[src/sv/htbd_pkg.sv]
// ----------------------------------------------------------------------------
// htbd_pkg
// Shared constants and types for the Huffman tree bit decoder.
// ----------------------------------------------------------------------------
package htbd_pkg;

    localparam int NODE_DEPTH  = 512;
    localparam int SYMBOL_BITS = 8;
    localparam int ADDR_W      = $clog2(NODE_DEPTH);
    localparam int IDX_W       = 9;
    localparam int SYM_IN_W    = 8;
    localparam int SYM_OUT_W   = 8;
    localparam int BYTE_W      = 8;
    localparam int BIT_W       = 3;
    localparam int CNT_W       = 32;
    localparam int CFG_ADDR_W  = 1;
    localparam int CFG_DATA_W  = 32;

    localparam logic [CFG_ADDR_W-1:0] REG_ROOT_NODE    = 1'b0;
    localparam logic [CFG_ADDR_W-1:0] REG_SYMBOL_LIMIT = 1'b1;

    localparam logic MODE_NODE_WRITE = 1'b0;
    localparam logic MODE_DECODE     = 1'b1;

    typedef struct packed {
        logic                   leaf;
        logic [SYMBOL_BITS-1:0] sym;
        logic [IDX_W-1:0]       left;
        logic [IDX_W-1:0]       right;
    } t_node;

    localparam int NODE_W = $bits(t_node);

    typedef struct packed {
        logic node_wr;
        logic load_byte;
        logic rd_cur;
        logic step_child;
        logic emit;
        logic next_bit;
        logic flush;
    } t_cmd;

    typedef struct packed {
        logic ent_leaf;
        logic bit_last;
        logic limit_hit;
        logic limit_next;
        logic slot_free;
        logic pend_valid;
    } t_status;

endpackage

[src/sv/htbd_ctrl.sv]
// ----------------------------------------------------------------------------
// htbd_ctrl
// Controller: sequences node reads, tree steps, symbol emission and flush.
// ----------------------------------------------------------------------------
module htbd_ctrl (
    input  logic              i_clk,
    input  logic              i_rst_n,
    input  logic              i_in_valid,
    output logic              o_in_ready,
    input  logic              i_mode,
    input  htbd_pkg::t_status i_status,
    output htbd_pkg::t_cmd    o_cmd
);
    import htbd_pkg::*;

    typedef enum logic [4:0] {
        S_IDLE  = 5'b00001,
        S_READ  = 5'b00010,
        S_EVAL  = 5'b00100,
        S_CHILD = 5'b01000,
        S_FLUSH = 5'b10000
    } t_state;

    t_state r_state;
    t_state n_state;
    logic   emit_ok;
    logic   stop_emit;
    logic   stop_walk;

    assign emit_ok   = !i_status.pend_valid || i_status.slot_free;
    assign stop_emit = i_status.bit_last || i_status.limit_next;
    assign stop_walk = i_status.bit_last || i_status.limit_hit;

    always_comb begin
        o_cmd      = '0;
        o_in_ready = 1'b0;
        n_state    = r_state;
        case (r_state)
            S_IDLE: begin
                o_in_ready = 1'b1;
                if (i_in_valid) begin
                    if (i_mode == MODE_NODE_WRITE) begin
                        o_cmd.node_wr = 1'b1;
                    end else begin
                        o_cmd.load_byte = 1'b1;
                        n_state = i_status.limit_hit ? S_FLUSH : S_READ;
                    end
                end
            end
            S_READ: begin
                o_cmd.rd_cur = 1'b1;
                n_state      = S_EVAL;
            end
            S_EVAL: begin
                if (!i_status.ent_leaf) begin
                    o_cmd.step_child = 1'b1;
                    n_state          = S_CHILD;
                end else if (emit_ok) begin
                    o_cmd.emit     = 1'b1;
                    o_cmd.next_bit = 1'b1;
                    n_state        = stop_emit ? S_FLUSH : S_READ;
                end
            end
            S_CHILD: begin
                if (!i_status.ent_leaf) begin
                    o_cmd.next_bit = 1'b1;
                    n_state        = stop_walk ? S_FLUSH : S_EVAL;
                end else if (emit_ok) begin
                    o_cmd.emit     = 1'b1;
                    o_cmd.next_bit = 1'b1;
                    n_state        = stop_emit ? S_FLUSH : S_READ;
                end
            end
            S_FLUSH: begin
                if (!i_status.pend_valid) begin
                    n_state = S_IDLE;
                end else if (i_status.slot_free) begin
                    o_cmd.flush = 1'b1;
                    n_state     = S_IDLE;
                end
            end
            default: begin
                n_state = S_IDLE;
            end
        endcase
    end

    always_ff @(posedge i_clk) begin
        if (!i_rst_n) begin
            r_state <= S_IDLE;
        end else begin
            r_state <= n_state;
        end
    end

endmodule
[config.mk]
export PLATFORM = sky130hd
export DESIGN_NAME = htbd_ctrl
export DESIGN_NICKNAME = d
export VERILOG_FILES = /design/src/sv/htbd_pkg.sv /design/src/sv/htbd_ctrl.sv
export SDC_FILE = /design/constraint.sdc
export NUM_CORES = 1
export LEC_CHECK = 0
export BUFFER_PORTS_ARGS = -buffer_cell sky130_fd_sc_hd__buf_2
export CORE_AREA = 2 2 39 41
export DETAILED_ROUTE_END_ITERATION = 10
export DIE_AREA = 0 0 41 43
export PLACE_DENSITY = 0.69
export SETUP_SLACK_MARGIN = 0.05
export SYNTH_ARGS = -nofsm -noshare
export SYNTH_HDL_FRONTEND = slang
export SYNTH_SLANG_ARGS = --single-unit
export TNS_END_PERCENT = 10
[constraint.sdc]
create_clock -name i_clk -period 1.7 [get_ports i_clk]
set_clock_uncertainty 0.1 [all_clocks]
set_input_delay 0.17 -clock i_clk [delete_from_list [all_inputs] [get_ports i_clk]]
set_output_delay 0.17 -clock i_clk [all_outputs]
set_load 0.03 [all_outputs]
==> flow_results.org <==
** GRT
- Overall routing resource usage :: 0.155
- For this run the aggregate overflow at the end of global routing stands at 0.
- Global-route wire length before repair :: 1.77 mm
- The number of antenna violations at the first check in global routing is 0.
- Entering global routing, the biggest net connects 10 pins.
- Number of global-route vias before repair :: 440

** Setup path
- STA classifies the critical path endpoint as a primary output.
- STA puts the critical path data required time at 1430 ps.
- In this run the critical register-to-register path is captured at r_state[4].
- Worst setup endpoint :: o_cmd[5]
- Along the worst path, the maximum fanout reaches 7.
- Number of cells traversed by the worst register-to-register path :: 4
- The worst register-to-register path begins at r_state[4].
- Minimum setup slack among reg-to-reg paths :: 330 ps
- Launch point of the worst path :: r_state[2]
- Data on the critical path arrives at its endpoint at 1390 ps.
- The worst setup path is launched from a flip-flop.
- The worst setup path is of the reg2out kind.

** Final layout
- Of the cells placed in the final design, the portion with a size suffix greater than 1 is 0.444.
- Fin util :: 0.449
- r_state holds more flip-flops than any other register.
- Fill cell count :: 148
- Total number of nets in the final design :: 92
- The register with the most flip-flops in the layout has 5 of them.
- Number of inserted diodes :: 0
- The largest registers in the layout are r_state x5.
- Excluding fillers, the count of instances in the completed layout stands at 97.
- Relative to the synthesized area, the layout overhead comes to 29.1%.

** Yosys
- Register bit total from synthesis :: 5
- Counting instances in the post-synthesis netlist gives the leading cell types as sky130_fd_sc_hd__nor2_1, sky130_fd_sc_hd__a21oi_1, sky130_fd_sc_hd__dfxtp_1, sky130_fd_sc_hd__nand2_1.
- Cell type contributing the most total cell area after synthesis :: sky130_fd_sc_hd__dfxtp_1
- YS warnings :: 0
- Post-Synthesis Cells :: 62
- Sequential element share of the synthesized area :: 0.208
- Among all flip-flop cells after synthesis, the most frequent one is sky130_fd_sc_hd__dfxtp_1.
- The number of nets handed over by synthesis was 72.
- Portion of synthesized cell area occupied by the leading cell type :: 0.208
- The cell area that synthesis handed to floorplanning was 482 um^2.
- Sorting the synthesized cells by area gives the leading types as sky130_fd_sc_hd__dfxtp_1, sky130_fd_sc_hd__buf_6, sky130_fd_sc_hd__nor2_1.
- Async set-reset flop share out of synthesis :: 0
- Number of distinct library cells after synthesis :: 30
- EDFF count, synth :: 0
- Average instance area after synthesis :: 7.77 um^2
- Library cell with the highest instance count after synthesis :: sky130_fd_sc_hd__nor2_1

** Timing
- Static timing analysis puts the maximum clock frequency at 601 MHz.
- Portion of the clock cycle consumed by the worst path in the final layout :: 0.979
- Final number of setup-violating endpoints :: 0
- Period minus WS final :: 1660 ps
- Transition at the pin with the smallest max-transition slack :: 245 ps
- Worst rel slew slack :: 0.836
- The number of failing hold endpoints at the final stage came to 0.
- Setup repair after global routing could not meet its margin everywhere.
- Final Slew Violations :: 0
- Final total negative setup slack :: 0 ps

** Routing
- In this run the remaining antenna-violating nets after routing total 0.
- Routed len/inst :: 11.6 um
- Vias per cell :: 5.19
- For this block, wires on met1 add up to 454 um.
- Wire segments on met2 add up to 565 um in the final route.
- Final routed DRC violation total :: 0
- The first routing iteration left 0 violations.
- Highest metal used :: met4
- Detailed routing inserted a total of 503 vias.
- Amount of wire on met3 after detailed routing :: 78 um
- Aggregate routed wire length :: 1.13 mm
- For this run, the detailed router's first-pass iteration total came to 1.

** CTS
- Library cell used as clock root buffer :: sky130_fd_sc_hd__clkbuf_4
- Buffer levels on the longest clock path :: 2
- TritonCTS built the clock tree.
- Reg clk slew, reported paths :: 50 ps
- Number of levels the H-tree was split into :: 1
- The clock net in this run drives a total of 5 sinks.
- The later pin in the worst-skew pair is clocked with a latency of 260 ps.
- Cts bufs inserted :: 3

** Floorplanning
- The die is 41 um wide.
- Row generation in the floorplan step produced 14 rows.
- Effective utilization at floorplan :: 0.348
- Die Height :: 43 um
- The floorplan step defined a die boundary enclosing 1760 um^2.
- Core area :: 1380 um^2
- 18 I/O pins were placed.

** Placed design
- Count of placed standard cells including taps :: 92
- Buffers on Ports :: 17
- Placer's final routability congestion estimate :: 0.783
- Detailed placement HPWL :: 897 um

** Hold path
- Type of the most critical hold path :: in2reg

** Pwr
- Static leakage power :: 0.265 nW
- Dividing total power by cell area gives a power density of 749 nW/um^2.
- Total power for the finished layout comes to 0.466 mW.
- VDD sags by at most 359 uV.

** Run
- Across the run, the number of max-cap violations was 0.

** Run status
- Status :: finished, final reports clean
## cell usage in the layout, fill, tap and decap left out, drive strengths merged, types with 3 or more instances in the layout
master	n
a21oi	6
buf	19
clkbuf	4
dfxtp	5
nand2	5
nor2	8
nor2b	4
nor3	3
## area by class of cell
| class | count | area (um^2) | area share |
|---|---|---|---|
| clock buffer | 4 | 26.3 | 0.0423 |
| multi-input combinational | 52 | 350 | 0.563 |
| tap | 16 | 20.0 | 0.0322 |
| inverter | 1 | 3.75 | 0.00604 |
| sequential | 5 | 109 | 0.175 |
| timing repair buffer | 19 | 113 | 0.181 |
## timing repair
| action | 4_1_cts | 5_1_grt |
|---|---|---|
| pin swaps | 1 | 4 |
| resized for setup | 11 | 5 |
| hold buffers | 0 | 0 |
| cloned | 0 | 0 |
| setup endpoints to repair | 6 | 5 |
| buffers inserted | 0 | 1 |
## stage by stage
step / hold slack, ps / setup slack (ps) / instance area [um^2]
after floorplan: 216 / 93.3 / 487
after global placement: 339 / 194 / 554
after detailed placement: 361 / 190 / 554
after CTS: 105 / 36.7 / 608
after global routing: 112 / -64.1 / 622
final: 98.9 / 36.1 / 622
## worst min path at each step
stage / startpoint / end / slack (ps) / depth (start not counted)
after floorplan: i_rst_n / r_state[3] / 220 / 1
after global placement: i_rst_n / r_state[3] / 340 / 2
after detailed placement: i_rst_n / r_state[3] / 360 / 2
after CTS: i_rst_n / r_state[3] / 100 / 2
after global routing: i_rst_n / r_state[3] / 110 / 2
final: i_rst_n / r_state[3] / 100 / 2
## where the power goes
group	leakage, nW	total, mW	internal [mW]	switching (mW)
registers	0.0426	0.152	0.128	0.0233
logic	0.208	0.167	0.0724	0.0941
clock network	0.0150	0.147	0.0893	0.0581
## layer usage
metal | global-route usage | vias up
met3 | 0.0524 | 3
met2 | 0.253 | 18
met5 | 0 | -
met1 | 0.164 | 223
met4 | 0.0800 | 0
li1 | - | 259
## cell families (layout without fill, tap and decap cells)
| family | after synthesis | in the layout | share of synthesized area |
|---|---|---|---|
| xor gates and xnor gates | 2 | 2 | 0.0364 |
| buffers and inverters | 5 | 24 | 0.101 |
| DFF | 5 | 5 | 0.208 |
| AOI/OAI and AO/OA | 14 | 14 | 0.203 |
| and+or+nand+nor | 36 | 36 | 0.452 |
## critical path, cell delays in order (launching register included)
cell	delay, ps
sky130_fd_sc_hd__dfxtp_4	360
sky130_fd_sc_hd__nor3_2	200
sky130_fd_sc_hd__and3b_2	260
sky130_fd_sc_hd__and3_1	160
sky130_fd_sc_hd__buf_4	150
Note: power is estimated with default switching activity, not from simulation.
